[config.mk]
export PLATFORM = sky130hd
export DESIGN_NAME = swq_cell
export DESIGN_NICKNAME = d
export VERILOG_FILES = /design/src/hw/rtl/sorted_waiter_wakeup_queue_core_assert.svh /design/src/hw/rtl/swq_pkg.sv /design/src/hw/rtl/swq_cell.sv
export SDC_FILE = /design/constraint.sdc
export NUM_CORES = 1
export LEC_CHECK = 0
export BUFFER_PORTS_ARGS = -buffer_cell sky130_fd_sc_hd__buf_4
export CORE_MARGIN = 5
export CORE_UTILIZATION = 47
export CTS_BUF_LIST = sky130_fd_sc_hd__clkbuf_2 sky130_fd_sc_hd__clkbuf_4 sky130_fd_sc_hd__clkbuf_8
export DETAILED_ROUTE_END_ITERATION = 6
export MAX_ROUTING_LAYER = met4
export PLACE_DENSITY = 0.82
export RECOVER_POWER = 50
export SETUP_SLACK_MARGIN = 0.4
export SLEW_MARGIN = 10
export SYNTH_ARGS = -nofsm -noshare
export SYNTH_HDL_FRONTEND = slang
export SYNTH_SLANG_ARGS = --single-unit
[constraint.sdc]
create_clock -name i_clk -period 9 [get_ports i_clk]
set_input_delay 0.9 -clock i_clk [delete_from_list [all_inputs] [get_ports i_clk]]
set_output_delay 0.9 -clock i_clk [all_outputs]
set_load 0.05 [all_outputs]
[src/hw/rtl/sorted_waiter_wakeup_queue_core_assert.svh]
// assertion macros for the sorted waiter wake-up queue
// no dependencies; included by the core file, which checks its own logic
`ifndef SORTED_WAITER_WAKEUP_QUEUE_CORE_ASSERT_SVH
`define SORTED_WAITER_WAKEUP_QUEUE_CORE_ASSERT_SVH

// same-cycle implication, disabled while reset is low
`define SWQ_ASSERT_NOW(lbl, clk, rst_n, ante, cons, msg) \
    lbl: assert property (@(posedge clk) disable iff (!rst_n) (ante) |-> (cons)) \
        else $error(msg);

// next-cycle implication, disabled while reset is low
`define SWQ_ASSERT_NXT(lbl, clk, rst_n, ante, cons, msg) \
    lbl: assert property (@(posedge clk) disable iff (!rst_n) (ante) |=> (cons)) \
        else $error(msg);

`endif

[src/hw/rtl/swq_pkg.sv]
// shared types and constants for the sorted waiter wake-up queue
// no dependencies; used by the interfaces, the cell and the top level
`default_nettype none

package swq_pkg;

    localparam int WAITER_SLOTS = 32;
    localparam int MAX_RESULTS  = 32;
    localparam int POS_W        = 64;
    localparam int ID_W         = 10;
    localparam int MODE_W       = 2;
    localparam int KIND_W       = 3;
    localparam int REM_W        = 6;
    localparam int CNT_W        = $clog2(WAITER_SLOTS + 1);
    localparam int REL_W        = $clog2(MAX_RESULTS + 1);

    typedef logic [POS_W-1:0]  t_pos;
    typedef logic [ID_W-1:0]   t_id;
    typedef logic [MODE_W-1:0] t_mode;
    typedef logic [KIND_W-1:0] t_kind;
    typedef logic [REM_W-1:0]  t_rem;
    typedef logic [CNT_W-1:0]  t_cnt;
    typedef logic [REL_W-1:0]  t_rel;

    localparam t_pos POS_ALL_ONES = {POS_W{1'b1}};

    localparam t_mode MODE_ADD = 2'd0;
    localparam t_mode MODE_DEL = 2'd1;
    localparam t_mode MODE_ADV = 2'd2;

    localparam t_kind KIND_ADDED    = 3'd0;
    localparam t_kind KIND_FULL     = 3'd1;
    localparam t_kind KIND_REMOVED  = 3'd2;
    localparam t_kind KIND_NOTFOUND = 3'd3;
    localparam t_kind KIND_WOKEN    = 3'd4;
    localparam t_kind KIND_NONE     = 3'd5;

    // cell operations
    typedef logic [1:0] t_cell_op;
    localparam t_cell_op CELL_HOLD = 2'd0;
    localparam t_cell_op CELL_ADD  = 2'd1;
    localparam t_cell_op CELL_DEL  = 2'd2;
    localparam t_cell_op CELL_POP  = 2'd3;

    typedef struct packed {
        t_cell_op op;
        t_pos     target;
        t_id      owner;
    } t_cell_ctl;

endpackage

`default_nettype wire

[src/hw/rtl/swq_cell.sv]
// one slot of the sorted chain: holds a target and an owner id
// depends on swq_pkg; instantiated in a row by the top level
`default_nettype none

module swq_cell import swq_pkg::*; (
    input  wire logic      i_clk,
    input  wire t_cell_ctl i_ctl,
    input  wire logic      i_occ,
    input  wire logic      i_at_end,
    input  wire logic      i_left_ge,
    input  wire t_pos      i_left_target,
    input  wire t_id       i_left_owner,
    input  wire t_pos      i_right_target,
    input  wire t_id       i_right_owner,
    input  wire logic      i_hit_in,
    output logic           o_ge,
    output logic           o_hit,
    output t_pos           o_target,
    output t_id            o_owner
);

    t_pos r_target;
    t_id  r_owner;
    t_pos n_target;
    t_id  n_owner;
    logic w_match;

    assign o_ge     = i_occ && (r_target >= i_ctl.target);
    assign w_match  = i_occ && (r_owner == i_ctl.owner);
    assign o_hit    = i_hit_in | w_match;
    assign o_target = r_target;
    assign o_owner  = r_owner;

    always_comb begin
        n_target = r_target;
        n_owner  = r_owner;
        case (i_ctl.op)
            CELL_ADD: begin
                // list is sorted, so everything right of the insertion point moves up
                if (i_left_ge) begin
                    n_target = i_left_target;
                    n_owner  = i_left_owner;
                end else if (o_ge || i_at_end) begin
                    n_target = i_ctl.target;
                    n_owner  = i_ctl.owner;
                end
            end
            CELL_DEL: begin
                // first match at or left of here closes the gap
                if (o_hit) begin
                    n_target = i_right_target;
                    n_owner  = i_right_owner;
                end
            end
            CELL_POP: begin
                n_target = i_right_target;
                n_owner  = i_right_owner;
            end
            default: begin
                n_target = r_target;
                n_owner  = r_owner;
            end
        endcase
    end

    always_ff @(posedge i_clk) begin
        r_target <= n_target;
        r_owner  <= n_owner;
    end

endmodule

`default_nettype wire

### Word-level counts from Yosys, hierarchy flattened

Index checks and enable logic that the tools add are counted.

| storage, ports and cells | value |
|---|---|
| register bits after elaboration | 74 |
| word-level logic and storage cells | 23 |
| input bits | 229 |

| cells by class | value |
|---|---|
| multiplexer cells | 8 |
| bitwise operators | 1 |
| $lt $le $gt $ge | 1 |
| reduce and logical (&&, ||, !) cells | 5 |
| eq/ne operators | 6 |

Operators by type and width:

| cell | count |
|---|---|
| 64-bit two-way mux | 3 |
| 64-bit one-hot mux with 3 select lines | 1 |
| 64-bit >= comparator | 1 |
| 10-bit two-way mux | 3 |
| 10-bit one-hot mux with 3 select lines | 1 |
| 10-bit equality test | 1 |
| 2-bit equality test, second input constant | 2 |
| 3-bit != test, second input constant | 1 |
| 3-bit AND reduction | 1 |
| 3-bit nonzero test | 1 |
| 2-bit by 1-bit equality test with 1-bit output, second input constant | 1 |
| 1-bit logical AND | 2 |
| 2-bit != test, second input constant | 1 |
| 1-bit logical OR | 1 |
| 1-bit bitwise OR | 1 |

### Logic depth before layout (Yosys ltp)

Gate-level depths: netlist of run 1.

| depth | value |
|---|---|
| depth after elaboration | 6 |
| depth in mapped cells | 8 |
| depth with buffers taken out | 8 |

### Worst setup path before layout of run 1

Ideal clock, no wire load.

| timing | value |
|---|---|
| path kind | input-to-reg |
| start point | input port i_ctl[72] (netlist name) |
| end point | register r_owner[0] (netlist: o_owner[0]) (enable) |
| slack | 2420 ps |
| buffers on the path | 0 |
| data arrival time | 6029 ps |
| cell stages on the path | 8 |
| library setup time | 550 ps |
| path through | inv_1 ha_1 nand4_1 nor3_2 and3_2 and4_1 a32oi_1 a31oi_1 |

| between the ends | value |
|---|---|
| cells in the longest elaborated chain, start to end | 5 |

RTL lines:

| item | line | source |
|---|---|---|
| from (decl) | swq_cell.sv:7 | `input wire t_cell_ctl i_ctl,` |
| 64-bit >= comparator | swq_cell.sv:28 | `assign o_ge = i_occ && (r_target >= i_ctl.target);` |
| 1-bit logical AND | swq_cell.sv:28 |  |
| 1-bit logical OR | swq_cell.sv:43 | `end else if (o_ge \|\| i_at_end) begin` |
| 3-bit != test (no source line) | - |  |
| 3-bit AND reduction (no source line) | - |  |
| to (signal assigned) | swq_cell.sv:68 | `r_owner <= n_owner;` |
| to (decl) | swq_cell.sv:23 | `t_id r_owner;` |

Every way passes these cells.
A chain may end at the register's enable or synchronous reset.

### Worst setup path after layout of run 1

| timing | value |
|---|---|
| start point | input port i_ctl[75] (netlist name) |
| end point | register r_owner[6] (netlist: o_owner[6]) (data pin) |

| between the ends | value |
|---|---|
| cells in the longest elaborated chain, start to end | 2 |
| elaborated cells between the ends (all ways) | 4 |

RTL lines:

| item | line | source |
|---|---|---|
| 2-bit equality test or 2-bit by 1-bit equality test with 1-bit output (tied branches) | swq_cell.sv:37 | `case (i_ctl.op)` |
| 10-bit one-hot mux with 3 select lines (*) | swq_cell.sv:37 |  |
| net n_owner[6] | swq_cell.sv:25 | `t_id n_owner;` |

Mark *: on every way through the listed nets, which the timed path passes. The rest lies on a longest branch.

==> out/results.tsv, run 1 <==
metric	value	unit
violations	capacitance limit, slew limit	
die_y	119	um
p_leak	3.86	nW
critPathKind	input pin to flip-flop	
ys_ff_latch	74	
synth_top_cell_area_share	0.401	
async_flop_share	0	
hold_slack	0.826	ns
rows	39	
fmaxAchievable	0.185	GHz
maxSlewViolCount	153	
grt_max_degree	105	
drtIter0Drc	240	
cts_setup_buffers	0	
area_delta_synth_final	41.7	%
num-nets-final	1156	
synth_area_leaders	edfxtp_1 40%, ha_1 14%, mux2i_1 13%, o21ai_0 7.6%, nand2_1 6.4%	
dp_hpwl	14.9	mm
status	finished with violations	
initial_core_util	0.483	
hold_viol_final	0	
htreeDepth	3	
syn_area_per_cell	9.72	um2
setup_tns	0	ns
cts_tree	yes	
worst_ep_required_time	8.94	ns
cts_resized	0	
worstPathMaxFanout	104	
worstMarginPinSlew	3.49	ns
clock-root-buffer	clkbuf_8	
grt_pass1_wl	27.5	mm
ys_seq_area_frac	0.401	
routed_wl	18.0	mm
maxSlewHeadroom	-1.33	
detail-route-antenna-nets	0	
synth_top_area_cell	edfxtp_1	
synth_cells	570	
clock_path_buffers	2	
synth_edf_count	74	
pin_count	305	
gr-total-overflow	0	
rsz0062_at_grt	false	
grt_usage	0.251	
clkLatencyLatePin	0.35	ns
power_density	145	mW/mm2
die_area	0.0141	mm2
startpoint_type	input pin	
drc	0	
path_clk_slew	0.09	ns
via_per_inst	5.22	
worstHoldPathType	input pin to flip-flop	
period_share	0.602	
antenna_found_initial	0	
core_area	0.0115	mm2
hold_buffers	0	
post-route-min-period	5.42	ns
routedWlPerCell	17.8	um
finalSetupViolCount	0	
ys_warn_count	0	
gp_congestion	0.874	
synth_cell_types	38	
first_pass_iters	5	
ys.flop_type	edfxtp_1	
vias	5280	
crit_path_end_kind	flip-flop	
portBuffers	304	
cap_viol_max_count	2	
synth_area	0.00554	mm2
synth_nets	863	
peakVddDrop	0.0876	mV
grt_pass1_vias	5619	
cts_made_buffers	9	
cts.sinks	74	
antennaDiodeCount	0	
finClkSkew	0.0150	ns
worst_ep_arrival_time	5.35	ns
die_x	119	um
drive_gt1_frac	0.298	
==> routing by layer <==
metal,global-route usage,vias to the layer above,part of all wire
met3,0.0602,33,0.077
met5,-,-,0
met2,0.449,229,0.52
met1,0.273,2392,0.38
li1,-,2626,-
met4,0.0808,0,0.027
==> sequential cells by signal (all words and copies together), names as in the netlist <==
register	cells
o_target	64
o_owner	10
==> critical path: stages <==
cell and delay, ns:
clkbuf_1 1.29, clkbuf_1 2.54, o21ai_0 0.55
==> report_power, final <==
group	switching [mW]	internal [mW]	leakage (nW)
Combinational	0.259	0.149	3.01
Sequential	0.0198	0.424	0.742
Clock	0.130	0.160	0.110
Total	0.409	0.734	3.86
==> synthesized netlist by cell type, types with 2 or more instances <==
library cell,n
nand3_1,6
a21oi_1,25
inv_1,68
mux2i_1,74
xnor2_1,10
a211oi_1,2
a221oi_1,3
nand4_1,9
edfxtp_1,74
nor3_1,3
a31oi_1,2
nor2_1,5
o21ai_0,84
ha_1,64
clkbuf_1,16
buf_2,6
nand2_1,95
and4_1,4
==> final cells by class <==
cell class | count | area, um2
clock inverters | 6 | 90.1
inverters | 68 | 255
multi-input cells | 403 | 2960
well taps | 143 | 179
fillers | 952 | 3610
repair buffers | 307 | 2020
clock buffers | 10 | 131
flip-flops and latches | 74 | 2220
==> cells in the final DEF, fill, tap and decap left out, types with 6 or more instances in the layout <==
cell      netlist  layout
nand3_1         6       6
mux2i_1        74      74
xnor2_1        10      10
inv_1          68      68
nand4_1         9       9
o21ai_0        84      84
clkbuf_8        0       9
nand2_1        95      95
a21oi_1        25      25
buf_4           1     231
edfxtp_1       74      74
clkbuf_1       16      76
ha_1           64      64
==> metrics by stage <==
stage / util / power [mW] / setup slack (ns) / area (um2) / std cells
floorplan: - / 0.708 / 2.42 / 5540 / 570
global placement: 0.691 / 0.875 / 4.76 / 7920 / 995
detailed placement: 0.691 / 0.888 / 4.66 / 7920 / 995
CTS: 0.710 / 1.18 / 5.01 / 8140 / 1011
global route: 0.685 / 1.20 / 2.91 / 7860 / 1011
finish: 0.685 / 1.14 / 3.58 / 7860 / 1011
==> kinds of logic after synthesis <==
family          synth area share
simple gates               0.110
compound gates             0.127
buf+inv                   0.0679
mux                        0.134
flops                      0.401
fa+ha+maj                  0.144
xor+xnor                  0.0158
==> final timing paths <==
check / start / endpoint / slack [ns] / cells after the start
worst max register to register: o_target[31] / o_target[53] / 5.32 / 8
worst min register to register: o_owner[6] / o_target[35] / 1.59 / 4
worst max-delay path: i_ctl[75] / o_owner[6] / 3.58 / 3
worst min-delay path: i_right_target[9] / o_target[9] / 0.83 / 3
Power figures use the tool's default switching activity.
==> inputs of run 2 (changes only) <==
--- a/config.mk
+++ b/config.mk
@@ -5,13 +5,14 @@
 export SDC_FILE = /design/constraint.sdc
 export NUM_CORES = 1
 export LEC_CHECK = 0
+export ABC_AREA = 1
 export BUFFER_PORTS_ARGS = -buffer_cell sky130_fd_sc_hd__buf_4
 export CORE_MARGIN = 5
 export CORE_UTILIZATION = 47
 export CTS_BUF_LIST = sky130_fd_sc_hd__clkbuf_2 sky130_fd_sc_hd__clkbuf_4 sky130_fd_sc_hd__clkbuf_8
 export DETAILED_ROUTE_END_ITERATION = 6
 export MAX_ROUTING_LAYER = met4
-export PLACE_DENSITY = 0.82
+export PLACE_DENSITY = 0.81
 export RECOVER_POWER = 50
 export SETUP_SLACK_MARGIN = 0.4
 export SLEW_MARGIN = 10
==> constraint.sdc (replaced) <==
create_clock -name i_clk -period 5.4 [get_ports i_clk]
set_input_delay 0.54 -clock i_clk [delete_from_list [all_inputs] [get_ports i_clk]]
set_output_delay 0.54 -clock i_clk [all_outputs]
set_load 0.05 [all_outputs]
==> run 2 against run 1 <==
- the flow still finishes with violations (capacitance limit, slew limit)
- sequential power is 65% higher
- critical path depth rose by 1
- wire length grew 0.46%
- hold slack worse by 0.38 ns
- sequential cell count is the same
- synthesized cell count is 15% higher
- non-clock buffer count grew 1
- cell count is 8.4% higher
- clock power is 26% higher
- first-iteration DRC count is 26% higher
- clock skew barely moved
- core utilization decreased by 2.0 points
- largest power group unchanged
==> out/results.tsv, run 2 <==
metric	value	unit	change
cts_tree	yes		
routedWlPerCell	16.5	um	-7.3%
critPathKind	input pin to flip-flop		
worstMarginPinSlew	3.17	ns	-0.324 ns
met2_usage	0.447		-0.00121
worstHoldPathType	input pin to flip-flop		
yosysMostFrequentCell	nand2_1		
r2r_cells	12		+4
crit_path_end	o_target[53]		
synth_area	0.00567	mm2	+2.3%
synth_area_leaders	edfxtp_1 39%, ha_1 14%, nand2_1 9.9%, o21a_1 8.6%, o211ai_1 8.2%		
ys_top_cells_by_count	149 x nand2_1, 84 x inv_1, 74 x edfxtp_1		
async_flop_share	0		unchanged
clock-root-buffer	clkbuf_8		
worst_ep_arrival_time	3.95	ns	-1.40 ns
setup_tns	0	ns	unchanged
cts_setup_buffers	0		unchanged
use_met3	0.0485		-0.0116
gr-total-overflow	0		unchanged
post_dp_cell_area	0.00805	mm2	+1.6%
status	finished with violations		
worstPathMaxFanout	78		-25%
regToRegSetupSlack	2.32	ns	-3.00 ns
ys.flop_type	edfxtp_1		
power_density	225	mW/mm2	+55%
hold_buffers	0		unchanged
path_clk_slew	0.09	ns	about the same
grt_pass1_wl	27.3	mm	-1.0%
gp_congestion	0.856		-2.1%
switching_power	0.664	mW	+62%
die_area	0.0144	mm2	+2.1%
period_share	0.711		
r2r_start	o_target[55]		
ys_warn_count	0		unchanged
ys_ff_latch	74		unchanged
p_leak	3.73	nW	-3.4%
routed_wl	18.1	mm	+0.46%
finalSetupViolCount	0		unchanged
drc	0		unchanged
p_int	1.12	mW	+52%
pin_count	305		unchanged
crit_path_end_kind	flip-flop		
htreeDepth	3		unchanged
die_y	120	um	+1.1%
post-route-min-period	3.84	ns	
drtIter0Drc	302		+26%
ys_seq_area_frac	0.392		-0.00911
synth_top_cell_area_share	0.392		-0.00911
busiest_layer	met2		
synth_edf_count	74		unchanged
core_area	0.0119	mm2	+3.9%
antenna_found_initial	0		unchanged
largest_reg_flops	64		unchanged
critPathMaxStageDelay	2.29	ns	-0.25 ns
power_frac_seq	0.412		+0.024
p_clk_frac	0.206		-0.048
cap_viol_max_count	1		-1
violations	capacitance limit, slew limit		
layout_common_cells	232 x buf_4, 149 x nand2_1, 84 x inv_1		
first_pass_iters	4		-1
worst_ep_required_time	5.51	ns	-3.43 ns
synth_nets	951		+10%
crit_chain	buf_4 -> clkbuf_1 -> o211ai_1 -> o21a_1		
fin_area	0.00792	mm2	+0.78%
grt_usage	0.247		-0.00403
cts.sinks	74		unchanged
vias	5641		+6.8%
dp_hpwl	14.6	mm	-2.3%
cts_resized	0		unchanged
drive_gt1_frac	0.275		-0.0234
maxSlewHeadroom	-1.11		+0.216
synth_cells	658		+15%
peakVddDrop	0.121	mV	+38%
cts_made_buffers	9		unchanged
antennaDiodeCount	0		unchanged
rsz0062_at_grt	false		
synth_top_area_cell	edfxtp_1		
grt_pass1_vias	5639		+0.36%
maxSlewViolCount	79		-48%
via_per_inst	5.15		-1.4%
r2r-end	o_owner[9]		
crit_path_top_delay_cell	clkbuf_1		
p_comb_frac	0.382		+0.024
grt_max_degree	92		-12%
startpoint_type	input pin		
fmaxAchievable	0.261	GHz	
portBuffers	304		unchanged
grtUsageMet1	0.274		+0.00136
clkLatencyLatePin	0.36	ns	about the same
finClkSkew	0.0151	ns	+0.0000984 ns
rows	40		+2.6%
final_common_cell	buf_4		
critPathLaunch	i_left_ge		
clock_path_buffers	2		unchanged
power.total	1.78	mW	+56%
hold_viol_final	0		unchanged
area_delta_synth_final	39.6	%	
syn_area_per_cell	8.62	um2	-11%
initial_core_util	0.476		-0.00721
detail-route-antenna-nets	0		unchanged
num-nets-final	1238		+7.1%
p_sw_frac	0.373		+0.0146
synth_cell_types	32		-16%
die_x	120	um	+1.1%
[run 2: worst min-delay path by stage]
stage / start / depth (start not counted) / to / slack, ns
finish: i_right_target[50] / 2 / o_target[50] / 0.45
global route: i_right_target[7] / 2 / o_target[7] / 0.45
CTS: i_right_target[50] / 2 / o_target[50] / 0.44
detailed placement: i_right_target[7] / 2 / o_target[7] / 0.81
global placement: i_right_target[24] / 2 / o_target[24] / 0.81
floorplan: i_right_target[10] / 1 / o_target[10] / 0.73
[run 2: kinds of logic after synthesis]
family                   count (synthesis)  synth area share
AND/OR/NAND/NOR                        202             0.150
flip-flops                              74             0.392
XOR/XNOR                                 5           0.00772
buffers and inverters                  120            0.0810
AO/OA/AOI/OAI                          193             0.229
adder cells (fa/ha/maj)                 64             0.141
[run 2: power by group through the flow]
stage | combinational (mW) | sequential (mW) | clock (mW)
final | 0.681 | 0.734 | 0.366
after floorplan | 0.257 | 0.930 | 0
after CTS | 0.729 | 0.735 | 0.374
after global placement | 0.715 | 0.744 | 0
after detailed placement | 0.727 | 0.747 | 0
after global routing | 0.744 | 0.740 | 0.397
[run 2: through the flow]
step	util	hold WS, ns	worst slack [ns]	std cells
after global placement	0.676	0.811	2.13	1081
after floorplan	-	0.726	1.04	658
after global routing	0.665	0.452	1.19	1096
after detailed placement	0.676	0.815	2.04	1081
after CTS	0.689	0.441	2.28	1096
final	0.665	0.448	1.56	1096
[run 2: layout make-up]
cell class / instances / area, um2
clock buffers: 10 / 131
well taps: 147 / 184
flip-flops and latches: 74 / 2220
repair buffers: 308 / 2030
clock inverters: 5 / 22.5
fillers: 1093 / 3990
inverters: 88 / 333
multi-input cells: 464 / 3000
[run 2: worst max-delay path, delay by kind of cell]
kind | cells | cell delay [ns]
AO/OA/AOI/OAI | 2 | 0.62
buffers and inverters | 2 | 2.76
[run 2: routing by layer]
metal | vias up | share of wire
li1 | 2859 | -
met1 | 2565 | 0.38
met2 | 198 | 0.52
met3 | 19 | 0.075
met4 | 0 | 0.018
met5 | - | 0
==> inputs of run 3 (changes only) <==
--- a/config.mk
+++ b/config.mk
@@ -8,11 +8,11 @@
 export ABC_AREA = 1
 export BUFFER_PORTS_ARGS = -buffer_cell sky130_fd_sc_hd__buf_4
 export CORE_MARGIN = 5
-export CORE_UTILIZATION = 47
+export CORE_UTILIZATION = 42
 export CTS_BUF_LIST = sky130_fd_sc_hd__clkbuf_2 sky130_fd_sc_hd__clkbuf_4 sky130_fd_sc_hd__clkbuf_8
 export DETAILED_ROUTE_END_ITERATION = 6
 export MAX_ROUTING_LAYER = met4
-export PLACE_DENSITY = 0.81
+export PLACE_DENSITY = 0.77
 export RECOVER_POWER = 50
 export SETUP_SLACK_MARGIN = 0.4
 export SLEW_MARGIN = 10
==> constraint.sdc (replaced) <==
create_clock -name i_clk -period 3.5 [get_ports i_clk]
set_input_delay 0.35 -clock i_clk [delete_from_list [all_inputs] [get_ports i_clk]]
set_output_delay 0.35 -clock i_clk [all_outputs]
set_load 0.05 [all_outputs]
==> run 3 against run 2 <==
- the flow still finishes with violations (capacitance limit, slew limit)
- setup slack worse by 0.98 ns
- clock-buffer cell count is 3 higher
- critical path depth is 1 higher
- first-iteration DRC count is 21% lower
- sequential power is 54% higher
- total power is 56% higher
- core utilization is 6.0 points lower
- combinational power is 56% higher
- die area is 11% higher
- hold slack worse by 0.17 ns
- non-clock buffer count is 2 higher
- wire length is 2.0% higher
==> out/results.tsv, run 3 (same netlist as run 2, synthesis figures left out) <==
metric	value	unit	change
hold_buffers	0		unchanged
worstPathMaxFanout	57		-27%
finClkSkew	0.00696	ns	-0.00818 ns
dp_cells	1112		+2.9%
die_y	126	um	+5.3%
largest_reg_flops	64		unchanged
path_clk_slew	0.07	ns	-0.02 ns
grt_pass1_wl	28.3	mm	+3.8%
finalSetupViolCount	0		unchanged
cts_setup_buffers	0		unchanged
rsz0062_at_grt	false		
die_area	0.0159	mm2	+11%
dp_hpwl	15.2	mm	+3.9%
cts_resized	0		unchanged
fin_util	0.604		-0.0602
first_pass_iters	4		unchanged
power.total	2.77	mW	+56%
layout_common_cells	230 x buf_4, 149 x nand2_1, 84 x inv_1		
p_leak	3.74	nW	+0.33%
drc	0		unchanged
worst_ep_required_time	3.59	ns	-1.92 ns
worstHoldPathType	input pin to flip-flop		
detail-route-antenna-nets	0		unchanged
status	finished with violations		
post_dp_cell_area	0.00816	mm2	+1.3%
grt_pass1_vias	5751		+2.0%
via_per_inst	4.99		-3.1%
drtIter0Drc	240		-21%
path_delay_family	buffers and inverters		
rows	42		+5.0%
pin_count	305		unchanged
area_delta_synth_final	41.1	%	
regToRegSetupSlack	0.96	ns	-1.36 ns
fmaxAchievable	0.343	GHz	
cap_viol_max_count	2		+1
post-route-min-period	2.92	ns	
use_met3	0.0432		-0.00536
clock-root-buffer	clkbuf_8		
hold_viol_final	0		unchanged
portBuffers	304		unchanged
cts.sinks	74		unchanged
worst_ep_arrival_time	3.01	ns	-0.94 ns
gp_congestion	0.894		+4.4%
antenna_found_initial	0		unchanged
stdcell_count	1126		+2.7%
initial_core_util	0.428		-0.0479
cts_tree	yes		
critPathKind	input pin to flip-flop		
power_density	346	mW/mm2	+54%
num-nets-final	1240		+0.16%
gr-total-overflow	0		unchanged
grt_usage	0.229		-0.0179
violations	capacitance limit, slew limit		
routed_wl	18.4	mm	+2.0%
busiest_layer	met2		
crit_path_end_kind	flip-flop		
setup_tns	0	ns	unchanged
maxSlewHeadroom	-0.189		+0.924
crit_chain	clkbuf_1 -> inv_4 -> clkbuf_1 -> o211ai_1 -> o21a_1		
critPathMaxStageDelay	1.34	ns	-0.95 ns
routedWlPerCell	16.4	um	-0.73%
crit_path_top_delay_cell	clkbuf_1		
clock_path_buffers	2		unchanged
period_share	0.833		
vias	5617		-0.43%
die_x	126	um	+5.3%
drive_gt1_frac	0.277		+0.00182
worst-path-buf-inv	3		+1
met2_usage	0.399		-0.0480
core_area	0.0132	mm2	+11%
fin_area	0.00801	mm2	+1.1%
grt_max_degree	75		-18%
peakVddDrop	0.173	mV	+42%
cts_made_buffers	9		unchanged
final_common_cell	buf_4		
worstMarginPinSlew	1.78	ns	-1.39 ns
clkLatencyLatePin	0.34	ns	-0.02 ns
cp_common_cell	clkbuf_1		
htreeDepth	3		unchanged
maxSlewViolCount	83		+5.1%
grtUsageMet1	0.264		-0.0101
startpoint_type	input pin		
antennaDiodeCount	0		unchanged
-- run 3: final timing paths --
path,startpoint,end,depth (start not counted)
setup / recovery,i_ctl[75],o_target[18],5
hold / removal,i_right_target[7],o_target[7],2
setup reg to reg,o_target[47],o_target[8],10
hold reg to reg,o_target[32],o_target[47],7
-- run 3: area by class of cell --
| class | count | area, um2 |
|---|---|---|
| clock inverters | 1 | 3.75 |
| well taps | 176 | 220 |
| multi-input cells | 464 | 3030 |
| flip-flops and latches | 74 | 2220 |
| clock buffers | 13 | 154 |
| inverters | 88 | 333 |
| repair buffers | 310 | 2040 |
| fillers | 1302 | 5240 |
-- run 3: metal layers --
layer / vias to the layer above / routed length (um) / part of all wire
met4: 0 / 406 / 0.022
li1: 2860 / - / -
met5: - / 0 / 0
met1: 2530 / 7520 / 0.41
met2: 201 / 9300 / 0.50
met3: 26 / 1200 / 0.065
-- run 3: power by group --
group	switching [mW]	internal, mW	leakage [nW]
registers	0.0481	1.09	0.724
clock network	0.294	0.280	0.0847
logic	0.672	0.389	2.93
-- run 3: worst reg2reg max path, cell delays in order, from the launching register on --
cell and delay, ns:
edfxtp_1 0.42, ha_1 0.34, nand4_1 0.21, nor3_4 0.20
nand2_2 0.08, nor3b_2 0.15, nand2_1 0.07, nand2_1 0.07
nand2_2 0.07, a21oi_4 0.17, buf_12 0.39
-- run 3: metrics by stage --
| step | setup WS [ns] | hold WS [ns] |
|---|---|---|
| after floorplan | 0.0732 | 0.536 |
| after global placement | 0.925 | 0.621 |
| after detailed placement | 0.886 | 0.625 |
| after CTS | 0.879 | 0.251 |
| after global routing | 0.331 | 0.253 |
| final | 0.583 | 0.279 |
